===== config.mk =====
export PLATFORM = sky130hd
export DESIGN_NAME = euclidean_distance_engine
export DESIGN_NICKNAME = d
export VERILOG_FILES = /design/src/rtl/core/ede_pkg.sv /design/src/rtl/core/ede_front.sv /design/src/rtl/core/ede_queue.sv /design/src/rtl/core/ede_back.sv /design/src/rtl/core/euclidean_distance_engine.sv
export SDC_FILE = /design/constraint.sdc
export NUM_CORES = 1
export LEC_CHECK = 0
export BUFFER_PORTS_ARGS = -buffer_cell sky130_fd_sc_hd__buf_2
export CAP_MARGIN = 20
export CORE_UTILIZATION = 56
export DETAILED_ROUTE_END_ITERATION = 12
export HOLD_SLACK_MARGIN = 0.03
export PLACE_DENSITY = 0.8
export SLEW_MARGIN = 30
export SYNTH_ARGS = -nofsm -noshare
export SYNTH_HDL_FRONTEND = slang
export SYNTH_HIERARCHICAL = 1
export SYNTH_SLANG_ARGS = --single-unit

===== constraint.sdc =====
create_clock -name clock -period 9.4 [get_ports clock]
set_clock_uncertainty 0.15 [all_clocks]
set_input_delay 1.88 -clock clock [delete_from_list [all_inputs] [get_ports clock]]
set_output_delay 1.88 -clock clock [all_outputs]
set_load 0.02 [all_outputs]

===== src/rtl/core/ede_pkg.sv =====
`timescale 1ns / 1ps
// ----------------------------------------------------------------------------
// ede_pkg
// Shared widths, payload structs and state types of the distance engine.
// ----------------------------------------------------------------------------
package ede_pkg;

   localparam int ELEM_W             = 8;
   localparam int SQ_W               = 2 * ELEM_W;
   localparam int SUM_W              = 23;
   localparam int ROOT_W             = 20;
   localparam int FRAC_W             = 8;
   localparam int SQ_MAX             = 65025;
   localparam int SUM_FIELD_MAX      = (1 << SUM_W) - 1;
   localparam int VECTOR_DIM_DEFAULT = 128;
   localparam int QUEUE_DEPTH        = 2;

   typedef struct packed {
      logic [ELEM_W-1:0] elem_a;
      logic [ELEM_W-1:0] elem_b;
      logic              last;
   } req_type;

   typedef struct packed {
      logic [SUM_W-1:0]  squared_sum;
      logic [ROOT_W-1:0] distance_q8;
      logic              overlong;
   } rsp_type;

   typedef struct packed {
      logic [SUM_W-1:0] squared_sum;
      logic             overlong;
   } entry_type;

   typedef enum logic [0:0] {
      SQRT_IDLE,
      SQRT_CALC
   } sqrt_state_type;

endpackage


===== src/rtl/core/ede_front.sv =====
`timescale 1ns / 1ps
// ----------------------------------------------------------------------------
// ede_front
// Accumulates squared element differences and hands finished vectors on.
// ----------------------------------------------------------------------------
module ede_front #(
   parameter int VECTOR_DIM = ede_pkg::VECTOR_DIM_DEFAULT
) (
   input  logic               clock,
   input  logic               reset,
   input  logic               req_valid,
   output logic               req_ready,
   input  ede_pkg::req_type   req_data,
   output logic               push,
   output ede_pkg::entry_type push_data,
   input  logic               queue_full
);
   import ede_pkg::*;

   localparam longint SUM_FULL = longint'(SQ_MAX) * longint'(VECTOR_DIM);
   localparam logic [SUM_W-1:0] SUM_CAP =
      SUM_W'((SUM_FULL < longint'(SUM_FIELD_MAX)) ? SUM_FULL : longint'(SUM_FIELD_MAX));
   localparam int CNT_W = $clog2(VECTOR_DIM + 1);
   localparam logic [CNT_W-1:0] DIM_CNT = CNT_W'(VECTOR_DIM);

   logic [SUM_W-1:0]  acc_ff, acc_in;
   logic [CNT_W-1:0]  cnt_ff, cnt_in;
   logic              ovf_ff, ovf_in;
   logic [ELEM_W-1:0] diff;
   logic [SQ_W-1:0]   sq;
   logic [SUM_W:0]    sum_wide;
   logic [SUM_W-1:0]  sum_sat;
   logic              at_dim;
   logic              ovf_now;
   logic              accept;

   assign req_ready = !queue_full;
   assign accept    = req_valid && req_ready;

   always_comb begin
      diff     = (req_data.elem_a > req_data.elem_b) ? (req_data.elem_a - req_data.elem_b)
                                                     : (req_data.elem_b - req_data.elem_a);
      sq       = SQ_W'(diff) * SQ_W'(diff);
      sum_wide = {1'b0, acc_ff} + (SUM_W + 1)'(sq);
      sum_sat  = (sum_wide > {1'b0, SUM_CAP}) ? SUM_CAP : sum_wide[SUM_W-1:0];
      at_dim   = (cnt_ff == DIM_CNT);
      ovf_now  = ovf_ff || at_dim;

      acc_in = acc_ff;
      cnt_in = cnt_ff;
      ovf_in = ovf_ff;
      if (accept) begin
         if (req_data.last) begin
            acc_in = '0;
            cnt_in = '0;
            ovf_in = 1'b0;
         end else begin
            acc_in = sum_sat;
            cnt_in = at_dim ? cnt_ff : cnt_ff + 1'b1;
            ovf_in = ovf_now;
         end
      end

      push                  = accept && req_data.last;
      push_data.squared_sum = sum_sat;
      push_data.overlong    = ovf_now;
   end

   always_ff @(posedge clock) begin
      if (reset) begin
         acc_ff <= '0;
         cnt_ff <= '0;
         ovf_ff <= 1'b0;
      end else begin
         acc_ff <= acc_in;
         cnt_ff <= cnt_in;
         ovf_ff <= ovf_in;
      end
   end

endmodule


===== src/rtl/core/ede_queue.sv =====
`timescale 1ns / 1ps
// ----------------------------------------------------------------------------
// ede_queue
// Short first-in first-out queue of finished sums between front and back.
// ----------------------------------------------------------------------------
module ede_queue #(
   parameter int DEPTH = ede_pkg::QUEUE_DEPTH
) (
   input  logic               clock,
   input  logic               reset,
   input  logic               push,
   input  ede_pkg::entry_type push_data,
   output logic               full,
   input  logic               pop,
   output ede_pkg::entry_type pop_data,
   output logic               empty
);
   import ede_pkg::*;

   localparam int PTR_W = (DEPTH > 1) ? $clog2(DEPTH) : 1;
   localparam int CNT_W = $clog2(DEPTH + 1);
   localparam logic [CNT_W-1:0] DEPTH_CNT = CNT_W'(DEPTH);
   localparam logic [PTR_W-1:0] LAST_PTR  = PTR_W'(DEPTH - 1);

   entry_type        mem [DEPTH];
   logic [PTR_W-1:0] wr_ptr_ff, wr_ptr_in;
   logic [PTR_W-1:0] rd_ptr_ff, rd_ptr_in;
   logic [CNT_W-1:0] fill_ff, fill_in;
   logic             do_push;
   logic             do_pop;

   assign full     = (fill_ff == DEPTH_CNT);
   assign empty    = (fill_ff == '0);
   assign pop_data = mem[rd_ptr_ff];
   assign do_push  = push && !full;
   assign do_pop   = pop && !empty;

   always_comb begin
      wr_ptr_in = wr_ptr_ff;
      rd_ptr_in = rd_ptr_ff;
      fill_in   = fill_ff;
      if (do_push) begin
         wr_ptr_in = (wr_ptr_ff == LAST_PTR) ? '0 : wr_ptr_ff + 1'b1;
      end
      if (do_pop) begin
         rd_ptr_in = (rd_ptr_ff == LAST_PTR) ? '0 : rd_ptr_ff + 1'b1;
      end
      if (do_push && !do_pop) begin
         fill_in = fill_ff + 1'b1;
      end else if (do_pop && !do_push) begin
         fill_in = fill_ff - 1'b1;
      end
   end

   always_ff @(posedge clock) begin
      if (do_push) begin
         mem[wr_ptr_ff] <= push_data;
      end
   end

   always_ff @(posedge clock) begin
      if (reset) begin
         wr_ptr_ff <= '0;
         rd_ptr_ff <= '0;
         fill_ff   <= '0;
      end else begin
         wr_ptr_ff <= wr_ptr_in;
         rd_ptr_ff <= rd_ptr_in;
         fill_ff   <= fill_in;
      end
   end

endmodule


===== src/rtl/core/ede_back.sv =====
`timescale 1ns / 1ps
// ----------------------------------------------------------------------------
// ede_back
// Bit-serial square root of the sum in 8-bit fixed point, one root bit per
// cycle (the last bit waits for a free output register), with a registered result beat.
// ----------------------------------------------------------------------------
module ede_back (
   input  logic               clock,
   input  logic               reset,
   input  logic               empty,
   input  ede_pkg::entry_type pop_data,
   output logic               pop,
   output logic               rsp_valid,
   input  logic               rsp_ready,
   output ede_pkg::rsp_type   rsp_data
);
   import ede_pkg::*;

   localparam int OPND_W = 2 * ROOT_W;
   localparam int REM_W  = ROOT_W + 2;
   localparam int WORK_W = REM_W + 2;
   localparam int ITER_W = $clog2(ROOT_W);
   localparam logic [ITER_W-1:0] LAST_ITER = ITER_W'(ROOT_W - 1);

   sqrt_state_type    state_ff, state_in;
   logic [ITER_W-1:0] iter_ff, iter_in;
   logic [OPND_W-1:0] opnd_ff, opnd_in;
   logic [REM_W-1:0]  rem_ff, rem_in;
   logic [ROOT_W-1:0] root_ff, root_in;
   logic [SUM_W-1:0]  sum_ff, sum_in;
   logic              ovf_ff, ovf_in;
   logic              rsp_valid_ff, rsp_valid_in;
   rsp_type           rsp_data_ff, rsp_data_in;

   logic [WORK_W-1:0] rem_shift;
   logic [WORK_W-1:0] trial;
   logic              fits;
   logic [REM_W-1:0]  rem_step;
   logic [ROOT_W-1:0] root_step;
   logic              out_free;
   logic              last_iter;

   assign rsp_valid = rsp_valid_ff;
   assign rsp_data  = rsp_data_ff;

   always_comb begin
      rem_shift = {rem_ff, opnd_ff[OPND_W-1 -: 2]};
      trial     = {2'b00, root_ff, 2'b01};
      fits      = (rem_shift >= trial);
      rem_step  = fits ? REM_W'(rem_shift - trial) : REM_W'(rem_shift);
      root_step = {root_ff[ROOT_W-2:0], fits};
      out_free  = !rsp_valid_ff || rsp_ready;
      last_iter = (iter_ff == LAST_ITER);
   end

   always_comb begin
      state_in     = state_ff;
      iter_in      = iter_ff;
      opnd_in      = opnd_ff;
      rem_in       = rem_ff;
      root_in      = root_ff;
      sum_in       = sum_ff;
      ovf_in       = ovf_ff;
      pop          = 1'b0;
      rsp_valid_in = rsp_valid_ff && !rsp_ready;
      rsp_data_in  = rsp_data_ff;

      unique case (state_ff)
         SQRT_IDLE: begin
            if (!empty) begin
               pop      = 1'b1;
               opnd_in  = {1'b0, pop_data.squared_sum, {(OPND_W - SUM_W - 1){1'b0}}};
               rem_in   = '0;
               root_in  = '0;
               iter_in  = '0;
               sum_in   = pop_data.squared_sum;
               ovf_in   = pop_data.overlong;
               state_in = SQRT_CALC;
            end
         end
         SQRT_CALC: begin
            if (!last_iter || out_free) begin
               opnd_in = {opnd_ff[OPND_W-3:0], 2'b00};
               rem_in  = rem_step;
               root_in = root_step;
               iter_in = iter_ff + 1'b1;
               if (last_iter) begin
                  rsp_valid_in             = 1'b1;
                  rsp_data_in.squared_sum  = sum_ff;
                  rsp_data_in.distance_q8  = root_step;
                  rsp_data_in.overlong     = ovf_ff;
                  state_in                 = SQRT_IDLE;
               end
            end
         end
         default: begin
            state_in = SQRT_IDLE;
         end
      endcase
   end

   always_ff @(posedge clock) begin
      if (reset) begin
         state_ff     <= SQRT_IDLE;
         iter_ff      <= '0;
         rsp_valid_ff <= 1'b0;
      end else begin
         state_ff     <= state_in;
         iter_ff      <= iter_in;
         rsp_valid_ff <= rsp_valid_in;
      end
   end

   always_ff @(posedge clock) begin
      opnd_ff     <= opnd_in;
      rem_ff      <= rem_in;
      root_ff     <= root_in;
      sum_ff      <= sum_in;
      ovf_ff      <= ovf_in;
      rsp_data_ff <= rsp_data_in;
   end

endmodule


===== src/rtl/core/euclidean_distance_engine.sv =====
`timescale 1ns / 1ps
// Takes one element pair beat per cycle while the queue is not full; each beat
// is added into a registered accumulator. When idle, the root unit pops a sum,
// then resolves the root one bit per cycle over 20 bits, the final bit waiting
// for a free result register. The root unit works on one sum at a time; a
// two-entry queue holds finished sums, and the input stalls only while it is full.
// Synchronous reset clears the accumulator, pair count, queue and root unit.
// ----------------------------------------------------------------------------
// euclidean_distance_engine
// Streaming squared-distance accumulator with fixed-point square root.
// ----------------------------------------------------------------------------
module euclidean_distance_engine #(
   parameter int VECTOR_DIM = ede_pkg::VECTOR_DIM_DEFAULT
) (
   input  logic             clock,
   input  logic             reset,
   input  logic             req_valid,
   output logic             req_ready,
   input  ede_pkg::req_type req_data,
   output logic             rsp_valid,
   input  logic             rsp_ready,
   output ede_pkg::rsp_type rsp_data
);
   import ede_pkg::*;

   logic      push;
   entry_type push_data;
   logic      queue_full;
   logic      pop;
   entry_type pop_data;
   logic      queue_empty;

   ede_front #(
      .VECTOR_DIM (VECTOR_DIM)
   ) u_front (
      .clock      (clock),
      .reset      (reset),
      .req_valid  (req_valid),
      .req_ready  (req_ready),
      .req_data   (req_data),
      .push       (push),
      .push_data  (push_data),
      .queue_full (queue_full)
   );

   ede_queue #(
      .DEPTH (QUEUE_DEPTH)
   ) u_queue (
      .clock     (clock),
      .reset     (reset),
      .push      (push),
      .push_data (push_data),
      .full      (queue_full),
      .pop       (pop),
      .pop_data  (pop_data),
      .empty     (queue_empty)
   );

   ede_back u_back (
      .clock     (clock),
      .reset     (reset),
      .empty     (queue_empty),
      .pop_data  (pop_data),
      .pop       (pop),
      .rsp_valid (rsp_valid),
      .rsp_ready (rsp_ready),
      .rsp_data  (rsp_data)
   );

endmodule

Word level (Yosys, flattened, before mapping)

Memory sizes are Yosys's and may differ from the RTL's. A register that Yosys moved wholly into a read port is not among the register bits.
Index checks and enable logic that the tools add are counted.
Widths: inputs -> output; s select.

Register bits: 193
Bits in writable memories: 48
Output and inout bits: 46
Word-level logic and storage cells: 98
Memories kept: 1

Memories:

| name        | depth | bits a word | read ports | clocked after Yosys merged registers in | write ports | line            | source |
|---|---|---|---|---|---|---|---|
| u_queue.mem | 2     | 24          | 1          | 1                                       | 1           | ede_queue.sv:25 | `entry_type mem [DEPTH];` |

Add/sub/neg operators: 10
Multiply operators: 1
Order comparisons: 3
Equal/unequal tests: 6
Multiplexer cells: 35
Bitwise logic cells: 2
Reductions and logical operators: 23

Operators with widths:

| kind                 | count |
|---|---|
| $mux 40              | 2 |
| $pmux 40 s2          | 1 |
| $mux 22              | 3 |
| $mux 23              | 2 |
| $pmux 22 s2          | 1 |
| $mux 20              | 2 |
| $pmux 20 s2          | 1 |
| $add 23x16->24       | 1 |
| $ge 24x22->1         | 1 |
| $gt 24x23->1 const B | 1 |
| $mux 8               | 3 |
| $sub 22x22->22       | 1 |
| $mul 8x8->16         | 1 |
| $sub 8x8->8          | 2 |
| $mux 1               | 14 |
| $mux 5               | 2 |
| $pmux 5 s2           | 1 |
| $add 8x1->8 const B  | 1 |
| $eq 8x8->1 const B   | 1 |
| $gt 8x8->1           | 1 |
| $logic_and 1x1->1    | 7 |
| $logic_not 1->1      | 7 |
| $ne 2x2->1 const B   | 3 |
| $reduce_and 2->1     | 3 |
| 13 further kinds     | 18 |

Logic depth before layout (Yosys ltp)

Word-level depth: 9
Mapped depth: 31

Cells and area by module

The synthesis kept the hierarchy.

Modules (own cells, without submodules):

| module    | times used | cells an instance | area each (µm²) | sequential area each (µm²) |
|---|---|---|---|---|
| ede_back  | 1          | 467               | 6287.3          | 4164.0 |
| ede_front | 1          | 576               | 4644.5          | 640.6 |
| ede_queue | 1          | 100               | 1944.4          | 1541.5 |

Worst setup path after synthesis

No wires, ideal clock.

Path type: in2reg
Start: in req_data[6] (netlist name)
End: mem u_queue/mem[0][12] (netlist name), data pin
Library setup time: 0.274 ns
Arrival time: 8.687 ns
Path slack: 0.289 ns
Stages: 27
Path buffers: 1
Cells stage by stage: inv_1 -> ha_1 -> nand2_2 -> or4_4 -> and3_1 -> o41ai_2 -> nand3_2 -> xnor2_4 -> nor2_1 -> inv_1 -> fa_1 -> inv_1 -> fa_1 -> fa_1 -> inv_1 -> fa_1 -> inv_1 -> ha_1 -> o211ai_1 -> a21o_1 -> a211oi_2 -> a211oi_1 -> or3_1 -> a2111o_1 -> nor2_2 -> buf_2 -> nor3_1

RTL lines:

| what        | line                            | source |
|---|---|---|
| from (decl) | euclidean_distance_engine.sv:19 | `input ede_pkg::req_type req_data,` |
| to (decl)   | ede_queue.sv:25                 |  |

Final worst setup path

Start: in req_data[4] (netlist name)
End: reg u_front.acc_ff[11]

Longest elaborated chain between the ends: 7
Elaborated cells on any way between the ends: 9

Ends and longest elaborated chain:

| what                                      | line            | source |
|---|---|---|
| $sub 8x8->8, or another cell as far along | ede_front.sv:42 | `: (req_data.elem_b - req_data.elem_a);` |
| $mux 8 (*)                                | ede_front.sv:41 | `diff = (req_data.elem_a > req_data.elem_b) ? (req_data.elem_a - req_data.elem_b)` |
| $mul 8x8->16 (*)                          | ede_front.sv:43 | `sq = SQ_W'(diff) * SQ_W'(diff);` |
| $add 23x16->24 (*)                        | ede_front.sv:44 | `sum_wide = {1'b0, acc_ff} + (SUM_W + 1)'(sq);` |
| $gt 24x23->1                              | ede_front.sv:45 | `sum_sat = (sum_wide > {1'b0, SUM_CAP}) ? SUM_CAP : sum_wide[SUM_W-1:0];` |
| $mux 23 (*)                               | ede_front.sv:45 |  |
| $mux 23 (*)                               | ede_front.sv:53 | `if (req_data.last) begin` |
| to (signal assigned)                      | ede_front.sv:75 | `acc_ff <= acc_in;` |
| to (decl)                                 | ede_front.sv:26 | `logic [SUM_W-1:0] acc_ff, acc_in;` |

Mark *: on every way between the ends. The rest lies on a longest branch, timed or not.
A chain may end at the register's enable or synchronous reset.

==> flow_summary.json <==
{
  "status": "complete, no violations",
  "antenna_found_initial": 0,
  "htreeDepth": 1,
  "rrSetupSlack_ps": 4120,
  "slowest_delay_ps": 550,
  "grt_max_degree": 44,
  "drt-total-wl_mm": 23.5,
  "ctsHoldBuffers": 0,
  "clock_latency_ps": 510,
  "fin_crit_sh": 0.945,
  "io_pins": 67,
  "crit_family": "compound AO/OA/AOI/OAI gates",
  "worstRegToRegCells": 19,
  "die_y_um": 154,
  "grt_pass1_vias": 8492,
  "numClockSinks": 226,
  "mostFrequentLayoutCells": "edfxtp_1, inv_1, nor2_1, ha_1, nand2_1",
  "fin_hold_ws_ps": 266,
  "dieArea_um2": 23600,
  "synth_edf_count": 182,
  "grtUsageTotal": 0.203,
  "drtAntennaViolNets": 0,
  "routed_via_density": 5.58,
  "layout_commonest_cell": "edfxtp_1",
  "holdPathEnd": "u_back/rsp_data[25]$_DFFE_PP_",
  "critPathRequiredTime_ps": 9630,
  "yosysUniqueCellTypes": 80,
  "cts_tree": "built",
  "netlist_area_um2": 12900,
  "drtIter0Drc": 530,
  "rows": 55,
  "syn_avg_cell_area_um2": 11.3,
  "diodes": 0,
  "async_reset_ff_frac": 0,
  "r2r-start": "u_front/acc_ff[7]$_SDFFE_PP0P_",
  "cts-buffers-inserted": 22,
  "syn_inst": 1143,
  "rr_endpoint": "u_queue/mem[1][14]$_DFFE_PP_",
  "timing.fmax_mhz": 113,
  "finalHoldViolations": 0,
  "routabilityCongestion": 0.919,
  "synth_fp_nets": 1287,
  "dr.pass1.iters": 5,
  "initial_core_util": 0.570,
  "yosysSeqAreaShare": 0.493,
  "hold_start": "u_back/sum_ff[4]$_DFFE_PP_",
  "crit_buf_inv": 4,
  "critPathArrivalTime_ps": 9110,
  "grt_pass1_wl_mm": 39.7,
  "ys_ff_latch": 226,
  "fin_crit_ps": 8880,
  "slew_viol_final": 0,
  "clockBufferDepth": 3,
  "setup_viol": 0,
  "vias": 8521,
  "nets": 1369,
  "holdPathStages": 0,
  "critPathMaxFanout": 15,
  "grt_overflow": 0,
  "yosysWarnings": 6,
  "dp_hpwl_mm": 17.2,
  "setup.worst_path.class": "in -> reg",
  "core_um2": 22600,
  "cts.clk_slew.worst_paths_ps": 60,
  "start_kind": "input pin",
  "slowest_stage": "fa_1",
  "cts-root-buf": "clkbuf_16",
  "drcViolationCount": 0,
  "dieWidth_um": 154,
  "area_growth_syn_to_layout_pct": 11.2,
  "rsz0062_at_grt": "no",
  "port_buffers": 66,
  "tightest_slew_ps": 954,
  "cap_violations": 0,
  "wl_per_cell_um": 15.4,
  "synth_top_flop_cell": "edfxtp_1",
  "hold_path.class": "reg -> reg",
  "drive_above_1_share": 0.171,
  "crit_path_end_kind": "register",
  "slew_headroom": 0.359
}
==> metrics by stage <==
step,worst slack (ps),setup TNS [ps],utilization,area (µm²),std cells
2_1_floorplan,289,0,-,12900,1143
3_3_place_gp,129,0,0.602,13600,1486
3_5_place_dp,-147,-1260,0.602,13600,1486
4_1_cts,377,0,0.634,14300,1526
5_1_grt,49.4,0,0.635,14300,1526
6_report,521,0,0.635,14300,1526
==> layout make-up <==
cell class	instances	area, µm²
tap	285	357
multi-input combinational	752	5880
clock buffer	30	622
clock inverter	10	98.8
inverter	134	505
sequential	226	6350
fill	1726	8250
timing repair buffer	89	515
==> cell usage after synthesis (all sizes together) (4+ instances only) <==
master | count | share of area
edfxtp | 182 | 0.42
nand4 | 9 | 0.0044
and2 | 8 | 0.0039
o21ai | 53 | 0.021
a21oi | 54 | 0.021
a211o | 5 | 0.0034
nand2b | 10 | 0.0049
o21a | 4 | 0.0023
nand2 | 70 | 0.022
xor2 | 29 | 0.020
clkbuf | 15 | 0.0046
nor2b | 13 | 0.0065
xnor2 | 23 | 0.017
mux2i | 18 | 0.014
a31oi | 5 | 0.0024
nor2 | 110 | 0.033
inv | 133 | 0.039
mux2 | 46 | 0.041
nor3b | 4 | 0.0023
o211ai | 10 | 0.0066
nor3 | 31 | 0.013
a21o | 16 | 0.0093
nand3 | 25 | 0.010
buf | 16 | 0.0088
a211oi | 8 | 0.0062
dfxtp | 44 | 0.068
fa | 39 | 0.061
or2 | 7 | 0.0034
or3 | 8 | 0.0039
ha | 84 | 0.082
and3 | 13 | 0.0063
o21bai | 7 | 0.0041
==> flip-flops by register name, indices dropped and copies added (netlist names), 2 cells and up, named ones only <==
name	flops
u_queue/mem	48
u_back/rsp_data	44
u_back/opnd_ff	24
u_back/sum_ff	23
u_front/acc_ff	23
u_back/rem_ff	22
u_back/root_ff	20
u_front/cnt_ff	8
u_back/iter_ff	5
u_queue/fill_ff	2
==> worst max path at each step <==
stage / from / end / slack [ps] / cells past startpoint
floorplan: req_data[6] / u_queue/mem[0][12]$_DFFE_PP_ / 290 / 27
global placement: req_data[5] / u_front/acc_ff[12]$_SDFFE_PP0P_ / 130 / 25
detailed placement: req_data[4] / u_front/acc_ff[12]$_SDFFE_PP0P_ / -150 / 26
CTS: req_data[4] / u_front/acc_ff[11]$_SDFFE_PP0P_ / 380 / 26
global route: req_data[4] / u_queue/mem[1][14]$_DFFE_PP_ / 50 / 30
finish: req_data[4] / u_front/acc_ff[11]$_SDFFE_PP0P_ / 520 / 26
==> routing by layer <==
metal	vias up	track usage	share of wire
met5	-	0	0
met4	0	0.0533	0.018
met3	37	0.0183	0.040
met2	195	0.365	0.49
met1	4104	0.264	0.45
li1	4185	-	-
==> worst register-to-register path: cells and delay by family (launching register included) <==
family | cells | cell delay, ps
simple gates | 4 | 650
flops | 1 | 360
xor+xnor | 1 | 250
fa+ha+maj | 5 | 2300
buf+inv | 6 | 540
compound gates | 3 | 810
==> repair_timing <==
item / CTS / global route
resized for setup: 0 / 1
endpoints found under the setup margin: 0 / 14
setup buffers: 0 / 0
==> cells by family after synthesis <==
| logic type | synth area share |
|---|---|
| AOI/OAI and AO/OA | 0.0995 |
| and+or+nand+nor | 0.121 |
| DFF | 0.493 |
| muxes | 0.0545 |
| buffers and inverters | 0.0527 |
| adders and majority gates | 0.142 |
| xor gates and xnor gates | 0.0374 |
Power is left out: the tool's default activity adds up to more than one toggle a clock period on the data nets, which glitch-free logic cannot reach.
